$ cat src/rtl/core/tcce_pkg.sv
// Package for the text console character engine.
// Holds the store geometry, field widths, character codes and the
// command and status words between controller and datapath. No dependencies.
package tcce_pkg;

  // Screen geometry
  localparam int ROWS    = 25;
  localparam int COLUMNS = 80;
  localparam int CELLS   = ROWS * COLUMNS;

  // Internal widths that follow from the geometry
  localparam int CELL_AW = $clog2(CELLS);
  localparam int ROW_W   = $clog2(ROWS);
  localparam int COL_W   = $clog2(COLUMNS + 1);

  // Word field widths
  localparam int MODE_W  = 2;
  localparam int CHAR_W  = 8;
  localparam int IDX_W   = 11;
  localparam int DATA_W  = 16;
  localparam int CROW_W  = 5;
  localparam int CCOL_W  = 7;
  localparam int ATTR_W  = 8;

  // Configuration port
  localparam int REG_IDX_W = 1;
  localparam int PADDR_W   = REG_IDX_W + 2;
  localparam int PDATA_W   = 32;
  localparam logic [REG_IDX_W-1:0] REG_ATTR = 1'b0;
  localparam logic [ATTR_W-1:0] RESET_ATTR = 8'h07;

  // Character codes
  localparam logic [CHAR_W-1:0] CH_BS      = 8'd8;
  localparam logic [CHAR_W-1:0] CH_TAB     = 8'd9;
  localparam logic [CHAR_W-1:0] CH_LF      = 8'd10;
  localparam logic [CHAR_W-1:0] CH_CR      = 8'd13;
  localparam logic [CHAR_W-1:0] SPACE_CHAR = 8'h20;

  typedef enum logic [MODE_W-1:0] {
    MODE_PUT   = 2'd0,
    MODE_READ  = 2'd1,
    MODE_CLEAR = 2'd2
  } mode_e;

  // Kind of store sweep in progress
  typedef enum logic [2:0] {
    SW_NONE  = 3'd0,
    SW_INIT  = 3'd1,
    SW_CLEAR = 3'd2,
    SW_COPY  = 3'd3,
    SW_BLANK = 3'd4
  } sweep_e;

  // Controller to datapath
  typedef struct packed {
    logic   load;
    logic   rd;
    logic   wr_char;
    logic   wr_space;
    logic   bs_erase;
    logic   bs_up;
    logic   cr;
    logic   lf;
    logic   home;
    logic   sweep_init;
    sweep_e sweep;
    logic   out_load;
  } tcce_cmd_t;

  // Datapath to controller
  typedef struct packed {
    logic [MODE_W-1:0] mode;
    logic is_lf;
    logic is_cr;
    logic is_bs;
    logic is_tab;
    logic col_zero;
    logic row_zero;
    logic row_bottom;
    logic wrap;
    logic tab_more;
    logic copy_last;
    logic sweep_last;
  } tcce_stat_t;

endpackage

$ cat src/rtl/core/tcce_ctrl.sv
// Controller of the console engine: one-hot state machine that sequences
// each item, the store sweeps and the result handshake. Uses tcce_pkg.
module tcce_ctrl import tcce_pkg::*; (
  input  logic       clk_i,
  input  logic       rst_ni,
  input  logic       in_valid_i,
  output logic       in_ready_o,
  output logic       out_valid_o,
  input  logic       out_ready_i,
  input  tcce_stat_t stat_i,
  output tcce_cmd_t  cmd_o
);

  typedef enum logic [10:0] {
    S_INIT   = 11'b000_0000_0001,
    S_IDLE   = 11'b000_0000_0010,
    S_EXEC   = 11'b000_0000_0100,
    S_READ   = 11'b000_0000_1000,
    S_TAB    = 11'b000_0001_0000,
    S_SCROLL = 11'b000_0010_0000,
    S_BLANK  = 11'b000_0100_0000,
    S_POST   = 11'b000_1000_0000,
    S_CLEAR  = 11'b001_0000_0000,
    S_DONE   = 11'b010_0000_0000,
    S_SPARE  = 11'b100_0000_0000
  } state_e;

  state_e state_q, state_d;
  logic   out_valid_q, out_valid_d;
  logic   out_free;

  assign out_free    = !out_valid_q || out_ready_i;
  assign in_ready_o  = (state_q == S_IDLE);
  assign out_valid_o = out_valid_q;

  // Next state and commands
  always_comb begin
    state_d = state_q;
    cmd_o   = '0;
    unique case (state_q)
      S_INIT: begin
        cmd_o.sweep = SW_INIT;
        if (stat_i.sweep_last) begin
          state_d = S_IDLE;
        end
      end
      S_IDLE: begin
        if (in_valid_i) begin
          cmd_o.load = 1'b1;
          state_d    = S_EXEC;
        end
      end
      S_EXEC: begin
        state_d = S_DONE;
        case (stat_i.mode)
          MODE_READ: begin
            cmd_o.rd = 1'b1;
          end
          MODE_CLEAR: begin
            cmd_o.home       = 1'b1;
            cmd_o.sweep_init = 1'b1;
            state_d          = S_CLEAR;
          end
          MODE_PUT: begin
            if (stat_i.is_lf || ((stat_i.is_tab || !(stat_i.is_cr || stat_i.is_bs))
                                 && stat_i.wrap)) begin
              // line feed, or the deferred wrap ahead of a tab or character
              cmd_o.lf         = 1'b1;
              cmd_o.sweep_init = stat_i.row_bottom;
              state_d          = stat_i.row_bottom ? S_SCROLL : S_POST;
            end else if (stat_i.is_cr) begin
              cmd_o.cr = 1'b1;
            end else if (stat_i.is_bs) begin
              if (!stat_i.col_zero) begin
                cmd_o.bs_erase = 1'b1;
              end else if (!stat_i.row_zero) begin
                cmd_o.bs_up = 1'b1;
              end
            end else if (stat_i.is_tab) begin
              state_d = S_TAB;
            end else begin
              cmd_o.wr_char = 1'b1;
            end
          end
          default: ;
        endcase
      end
      S_TAB: begin
        cmd_o.wr_space = 1'b1;
        if (!stat_i.tab_more) begin
          state_d = S_DONE;
        end
      end
      S_SCROLL: begin
        cmd_o.sweep = SW_COPY;
        if (stat_i.copy_last) begin
          state_d = S_BLANK;
        end
      end
      S_BLANK: begin
        cmd_o.sweep = SW_BLANK;
        if (stat_i.sweep_last) begin
          state_d = S_POST;
        end
      end
      S_POST: begin
        // work left over after a line feed
        if (stat_i.is_tab) begin
          state_d = S_TAB;
        end else begin
          cmd_o.wr_char = !stat_i.is_lf;
          state_d       = S_DONE;
        end
      end
      S_CLEAR: begin
        cmd_o.sweep = SW_CLEAR;
        if (stat_i.sweep_last) begin
          state_d = S_DONE;
        end
      end
      S_DONE: begin
        if (out_free) begin
          cmd_o.out_load = 1'b1;
          state_d        = S_IDLE;
        end
      end
      default: begin
        state_d = S_IDLE;
      end
    endcase
  end

  // Result valid flag
  always_comb begin
    out_valid_d = out_valid_q;
    if (out_ready_i) begin
      out_valid_d = 1'b0;
    end
    if (cmd_o.out_load) begin
      out_valid_d = 1'b1;
    end
  end

  always_ff @(posedge clk_i or negedge rst_ni) begin
    if (!rst_ni) begin
      state_q     <= S_INIT;
      out_valid_q <= 1'b0;
    end else begin
      state_q     <= state_d;
      out_valid_q <= out_valid_d;
    end
  end

endmodule

$ cat config.mk
export PLATFORM = sky130hd
export DESIGN_NAME = tcce_ctrl
export DESIGN_NICKNAME = d
export VERILOG_FILES = /design/src/rtl/core/tcce_pkg.sv /design/src/rtl/core/tcce_ctrl.sv
export SDC_FILE = /design/constraint.sdc
export NUM_CORES = 1
export LEC_CHECK = 0
export BUFFER_PORTS_ARGS = -buffer_cell sky130_fd_sc_hd__clkbuf_2
export CAP_MARGIN = 20
export CORE_UTILIZATION = 50
export DETAILED_ROUTE_END_ITERATION = 12
export GPL_TIMING_DRIVEN = 0
export PLACE_DENSITY_LB_ADDON = 0.2
export SLEW_MARGIN = 20
export SYNTH_ARGS = -nofsm -noshare
export SYNTH_HDL_FRONTEND = slang
export SYNTH_SLANG_ARGS = --single-unit
$ cat constraint.sdc
create_clock -name clk_i -period 3.6 [get_ports clk_i]
set_input_delay 0.9 -clock clk_i [delete_from_list [all_inputs] [get_ports clk_i]]
set_output_delay 0.9 -clock clk_i [all_outputs]
set_load 0.005 [all_outputs]
==> results.sh, run 1 <==
export IMPL_run_status="finished clean"
export IMPL_top_signal_layer_used="met4"
export IMPL_core_um2=1380
export IMPL_global_route_overflow_total=0
export IMPL_final_min_clock_period_ps=3360
export IMPL_port_buffer_count=32
export IMPL_diodes=0
export IMPL_timing_hold_worst_class="in2async"
export IMPL_worst_skew_pair_late_latency_ps=270
export IMPL_final_period_util_pct=93.4
export IMPL_first_global_vias=736
export IMPL_hold_violations=0
export IMPL_detailroute_via_count=899
export IMPL_clock_tree_htree_level_count=1
export IMPL_seq_area_frac_synth_pct=32.1
export IMPL_yosysWarningCount=0
export IMPL_worstSetupEndpointType="primary output"
export IMPL_antenna_found_initial=0
export IMPL_cp_start_kind="register"
export IMPL_design_portCount=33
export IMPL_cts_sink_count=10
export IMPL_vdd_ir_drop_max_uv=409
export IMPL_p_switching_uw=184
export IMPL_worstPathArrival_ps=2460
export IMPL_wirelength_met1_um=830
export IMPL_floorplan_die_height_um=41.6
export IMPL_floorplan_initialDensity_pct=56.7
export IMPL_design_die_area_um2=1730
export IMPL_synth_lib_cells_used_distinct=30
export IMPL_ant_nets=0
export IMPL_grt_use_total_pct=24.2
export IMPL_cp_data_required_time_ps=2700
export IMPL_net_count_after_synthesis=114
export IMPL_post_synth_inst_count=97
export IMPL_area_growth_synth_to_final_pct=29.1
export IMPL_tritoncts_buffers=3
export IMPL_power_per_cell_area_nw_per_um2=468
export IMPL_report_final_setup_viol=0
export IMPL_clock_skew_ps=0.309
export IMPL_drt_iter0_drc=18
export IMPL_clockBufferDepth=2
export IMPL_tritoncts_clock_tree="done"
export IMPL_vias_per_cell=6.07
export IMPL_die_width_um=41.6
export IMPL_max_cap_violations=0
export IMPL_worst_slew_pin_slew_ps=699
export IMPL_reg2reg_slack_ps=1400
export IMPL_grt_first_pass_wirelength_um=3210
export IMPL_finalCoreUtilization_pct=73.1
export IMPL_nFillCells=123
export IMPL_power_frac_seq_pct=32.6
export IMPL_post_dp_hpwl_um=1560
export IMPL_cellInternalPower_uw=289
export IMPL_dp_slack_ps=446
export IMPL_drc_errors=0
export IMPL_syn_cell_area_um2=783
export IMPL_cts_root_buf="sky130_fd_sc_hd__clkbuf_4"
export IMPL_post_route_cells_drive_above_1_share_pct=35.3
export IMPL_grt_max_degree=11
export IMPL_share_of_total_power_in_combinational_logic_pct=44.9
export IMPL_timing_setup_tns_ps=0
export IMPL_dr_pass1_iters=4
export IMPL_rsz0062_at_grt="false"
export IMPL_fin_worst_hold_slack_ps=480
export IMPL_place_gp_congestion=0.815
export IMPL_ys_seq_elements=10
export IMPL_headroom_to_the_max_slew_limit_pct=52.9
export IMPL_met3WireLength_um=135
export IMPL_post_route_worst_setup_slack_ps=238
export IMPL_final_net_count=151
export IMPL_fraction_of_power_consumed_by_the_clock_network_pct=22.5
export IMPL_drt_wirelength_per_cell_um=13.9
export IMPL_met2_routed_length_um=1040
export IMPL_timing_final_max_slew_violations=0
export IMPL_sw_frac_of_total_pct=38.9
export IMPL_final_wirelength_um=2060
export IMPL_avgSynthCellArea_um2=8.07
export IMPL_timing_fmax_mhz=297
export IMPL_crit_path_max_fanout=8
export IMPL_crit_type="reg2out"
export IMPL_clkTransAtPathRegs_ps=70
export IMPL_core_rowCount=13
export IMPL_power_static_leakage_uw=0.000535
## cells in the final DEF (no fill, tap or decap), types with 4 or more instances in the layout
cell and n:
sky130_fd_sc_hd__nor4_1 4, sky130_fd_sc_hd__and2_1 4, sky130_fd_sc_hd__nor3_1 4, sky130_fd_sc_hd__inv_1 6, sky130_fd_sc_hd__dfrtp_1 9, sky130_fd_sc_hd__clkbuf_2 32, sky130_fd_sc_hd__a21oi_1 7, sky130_fd_sc_hd__nor3b_1 5
sky130_fd_sc_hd__nand4_1 4, sky130_fd_sc_hd__nor2_1 8, sky130_fd_sc_hd__nand2_1 8
## per-stage QoR
step,instances,instance area [um^2],power (uW)
floorplan,97,783,290
CTS,148,998,464
detailed placement,144,962,358
global placement,144,962,349
global route,148,1010,505
finish,148,1010,473
## registers in the layout, summed over array words and instances, names as in the netlist
register	flops
out_valid_o	1
state_q	9
## power by group through the flow
stage                     Combinational, uW  Clock (uW)  Sequential, uW
after floorplan                         143           0             148
after global placement                  198           0             151
after detailed placement                205           0             153
after CTS                               207         106             151
after global routing                    237         111             157
final                                   212         106             154
## worst paths after layout
kind,start,endpoint,cells past startpoint
hold / removal,rst_ni,out_valid_o,1
setup reg to reg,state_q[2],state_q[6],6
max in group asynchronous,rst_ni,state_q[0],1
setup / recovery,state_q[5],cmd_o[8],7
min in group clk_i,state_q[0],state_q[0],1
hold reg to reg,state_q[0],state_q[0],1
## worst max-delay path, cell delays in order (launching register included)
cell and delay, ps:
sky130_fd_sc_hd__dfrtp_1 360, sky130_fd_sc_hd__buf_2 170, sky130_fd_sc_hd__nor4_2 400, sky130_fd_sc_hd__nand4b_1 320, sky130_fd_sc_hd__nor4b_1 460, sky130_fd_sc_hd__nand3b_1 150, sky130_fd_sc_hd__nor3b_1 190, sky130_fd_sc_hd__clkbuf_2 140
## synth_stat cells (all sizes together)
master	n	area share, %
mux2i	2	2.6
nor3	5	3.8
buf	5	3.8
o21ai	3	1.9
dfstp	1	3.4
nand4b	3	3.4
or2	1	0.80
nand2b	2	1.6
and2	4	3.2
o21bai	1	0.96
nand2	8	3.8
and4b	2	2.6
nand4	4	3.2
or4	3	3.4
nor2	8	3.8
nor3b	5	4.8
a21o	3	2.9
nand3b	1	0.96
nor2b	1	0.80
nor4b	3	3.4
nor4	5	4.0
o221a	1	1.4
nand3	2	1.3
inv	6	2.9
xnor2	2	2.2
dfrtp	9	29
a21oi	7	4.5
## what timing repair did
item,CTS,global route
setup endpoints to repair,0,3
setup buffers,0,0
gates resized for setup,0,2
hold buffers,0,0
## layout make-up
type | count | area (um^2) | area share [%]
multi-input cells | 76 | 492 | 48.6
clock buffers | 4 | 36.3 | 3.59
inverters | 6 | 22.5 | 2.23
well taps | 15 | 18.8 | 1.86
plain buffers | 5 | 30.0 | 2.97
flip-flops and latches | 10 | 251 | 24.9
repair buffers | 32 | 160 | 15.8
## metal layers
metal | track usage (%) | up-vias
met2 | 39.7 | 40
met1 | 32.0 | 416
met5 | 0 | -
met4 | 9.68 | 0
li1 | - | 434
met3 | 3.48 | 9
## cell families after synthesis
group | after synthesis | synth area share, %
DFF | 10 | 32.1
buffers and inverters | 11 | 6.71
and+or+nand+nor | 57 | 44.7
AOI/OAI and AO/OA | 15 | 11.7
muxes | 2 | 2.56
xor gates and xnor gates | 2 | 2.24
Note: power is estimated with default switching activity, not from simulation.
==> run 2, diff against run 1 <==
--- a/config.mk
+++ b/config.mk
@@ -5,11 +5,13 @@
 export SDC_FILE = /design/constraint.sdc
 export NUM_CORES = 1
 export LEC_CHECK = 0
+export ABC_AREA = 1
 export BUFFER_PORTS_ARGS = -buffer_cell sky130_fd_sc_hd__clkbuf_2
 export CAP_MARGIN = 20
-export CORE_UTILIZATION = 50
+export CORE_UTILIZATION = 51
 export DETAILED_ROUTE_END_ITERATION = 12
 export GPL_TIMING_DRIVEN = 0
+export HOLD_SLACK_MARGIN = 0.08
 export PLACE_DENSITY_LB_ADDON = 0.2
 export SLEW_MARGIN = 20
 export SYNTH_ARGS = -nofsm -noshare
==> results.sh, run 2 <==
export IMPL_synth_top_area_cell="sky130_fd_sc_hd__dfrtp_1"
export IMPL_cts_root_buf="sky130_fd_sc_hd__clkbuf_4"
export IMPL_grt_first_pass_wirelength_um=3530
export IMPL_worstSetupEndpointType="primary output"
export IMPL_rsz0062_at_grt="false"
export IMPL_cp_start_kind="primary input"
export IMPL_clkTransAtPathRegs_ps=70
export IMPL_path_delay_family="simple AND/OR/NAND/NOR gates"
export IMPL_post_synth_and_or_nand_nor_area_fraction_pct=51.9
export IMPL_vias_per_cell=5.20
export IMPL_crit_type="in2out"
export IMPL_synth_async_sr_flop_share_pct=100
export IMPL_drt_iter0_drc=32
export IMPL_ant_nets=0
export IMPL_netlist_top_cells_count="36 x sky130_fd_sc_hd__nand2_1, 24 x sky130_fd_sc_hd__inv_1, 24 x sky130_fd_sc_hd__nor2_1, 11 x sky130_fd_sc_hd__nand3_1, 9 x sky130_fd_sc_hd__dfrtp_1"
export IMPL_report_final_setup_viol=0
export IMPL_nFillCells=142
export IMPL_design_portCount=33
export IMPL_setup_bufs_post_cts=0
export IMPL_synth_xor_area_share_pct=0
export IMPL_synth_fa_ha_area_share_pct=0
export IMPL_floorplan_die_height_um=42.6
export IMPL_core_um2=1520
export IMPL_final_period_util_pct=82.1
export IMPL_ys_seq_elements=10
export IMPL_worstPathArrival_ps=2060
export IMPL_die_width_um=42.6
export IMPL_design_die_area_um2=1820
export IMPL_timing_setup_tns_ps=0
export IMPL_worst_slew_pin_slew_ps=347
export IMPL_fin_worst_hold_slack_ps=478
export IMPL_dr_pass1_iters=4
export IMPL_global_route_overflow_total=0
export IMPL_cp_data_required_time_ps=2700
export IMPL_post_synth_top_area_fraction_pct=26.7
export IMPL_tritoncts_clock_tree="done"
export IMPL_post_synth_main_area_contributors="sky130_fd_sc_hd__dfrtp_1 27%, sky130_fd_sc_hd__nand2_1 16%, sky130_fd_sc_hd__inv_1 11%"
export IMPL_area_growth_synth_to_final_pct=25.7
export IMPL_final_net_count=194
export IMPL_hold_violations=0
export IMPL_syn_cell_area_um2=842
export IMPL_avgSynthCellArea_um2=6.01
export IMPL_final_wirelength_um=2080
export IMPL_post_synth_top_count_cell="sky130_fd_sc_hd__nand2_1"
export IMPL_final_common_cell="sky130_fd_sc_hd__nand2_1"
export IMPL_power_per_cell_area_nw_per_um2=459
export IMPL_clock_skew_ps=3.96
export IMPL_timing_hold_worst_class="in2async"
export IMPL_critPathMaxStageDelay_ps=340
export IMPL_timing_critical_path_buf_inv=2
export IMPL_antenna_found_initial=0
export IMPL_worst_path_max_delay_cell="sky130_fd_sc_hd__nor4_1"
export IMPL_grt_use_total_pct=25.6
export IMPL_place_gp_congestion=0.911
export IMPL_final_min_clock_period_ps=2960
export IMPL_port_buffer_count=32
export IMPL_grt_max_degree=11
export IMPL_clock_tree_htree_level_count=1
export IMPL_drt_wirelength_per_cell_um=10.8
export IMPL_dominantRegCellSynth="sky130_fd_sc_hd__dfrtp_1"
export IMPL_max_cap_violations=0
export IMPL_first_global_vias=911
export IMPL_net_count_after_synthesis=157
export IMPL_worst_path_most_repeated_cell="sky130_fd_sc_hd__clkbuf_2"
export IMPL_crit_path_cell_trace="clkbuf_2 > nor2_1 > o21ai_0 > nand4_1 > nor4_1 > clkbuf_2"
export IMPL_post_route_cells_drive_above_1_share_pct=31.8
export IMPL_cts_sink_count=10
export IMPL_floorplan_initialDensity_pct=55.3
export IMPL_max_flop_register="state_q"
export IMPL_clockBufferDepth=2
export IMPL_run_status="finished clean"
export IMPL_timing_fmax_mhz=338
export IMPL_yosysWarningCount=0
export IMPL_tritoncts_buffers=3
export IMPL_vdd_ir_drop_max_uv=342
export IMPL_cts_hold_buffers_added=0
export IMPL_power_static_leakage_uw=0.000680
export IMPL_seq_area_frac_synth_pct=29.9
export IMPL_headroom_to_the_max_slew_limit_pct=76.7
export IMPL_synth_lib_cells_used_distinct=21
export IMPL_synth_top_family_by_area="simple AND/OR/NAND/NOR gates"
export IMPL_post_dp_hpwl_um=1740
export IMPL_drc_errors=0
export IMPL_diodes=0
export IMPL_detailroute_via_count=999
export IMPL_synth_compound_area_share_pct=5.35
export IMPL_cts_repair_resized=0
export IMPL_synth_edff_count=0
export IMPL_worst_skew_pair_late_latency_ps=270
export IMPL_timing_final_max_slew_violations=0
export IMPL_synthMuxAreaShare_pct=0
export IMPL_largest_register_ff_count=9
export IMPL_core_rowCount=14
export IMPL_post_synth_inst_count=140
export IMPL_crit_path_max_fanout=5
export IMPL_final_cell_mix="36 x sky130_fd_sc_hd__nand2_1, 32 x sky130_fd_sc_hd__clkbuf_2, 24 x sky130_fd_sc_hd__nor2_1, 24 x sky130_fd_sc_hd__inv_1, 11 x sky130_fd_sc_hd__nand3_1"
-- run 2: cell count changes after synthesis, sizes merged, moves of 4 or more --
cell,delta
nand3,+11
inv,+21
a21oi,-5
nor3b,-5
nor2,+22
nand2,+34
buf,-4
-- run 2: cells by family (layout without fill, tap and decap cells) --
group	after synthesis	count (layout)
compound gates	8	8
buf+inv	28	64
flops	10	10
simple gates	94	94
-- run 2: area by class of cell --
type	instances	area (um^2)	share of cell area [%]
Multi-Input combinational cell	102	482	45.5
Sequential cell	10	251	23.8
Timing Repair Buffer	32	160	15.1
Inverter	27	101	9.57
Clock buffer	4	36.3	3.43
Tap cell	16	20.0	1.89
Buffer	1	7.51	0.709
-- run 2: routing by layer --
layer / share of wire [%] / GRT usage (%) / up-vias / wire (um)
li1: - / - / 502 / -
met5: 0 / 0 / - / 0
met4: 1.8 / 14.4 / 0 / 37
met3: 7.7 / 2.59 / 4 / 161
met2: 48 / 42.7 / 41 / 1010
met1: 42 / 31.5 / 452 / 876
-- run 2: where the power goes --
group	switching, uW	internal (uW)
registers	16.6	130
logic	153	82.9
clock network	42.0	61.5
-- run 2: stage by stage --
step	cells	total power [uW]	instance area, um^2	utilization [%]	setup slack (ps)
floorplan	140	318	842	-	1120
global placement	188	382	1020	67.1	835
detailed placement	188	385	1020	67.1	706
CTS	192	491	1060	69.5	682
global route	192	526	1060	69.5	594
finish	192	486	1060	69.5	645
-- run 2: worst paths after layout --
check	start	endpoint	slack, ps	depth (start not counted)
setup reg to reg	state_q[7]	state_q[4]	2080	7
min in group clk_i	state_q[0]	state_q[0]	530	2
max in group asynchronous	rst_ni	state_q[0]	2850	1
hold / removal	rst_ni	state_q[5]	480	1
setup / recovery	stat_i[8]	cmd_o[9]	640	6
hold reg to reg	state_q[0]	state_q[0]	530	2
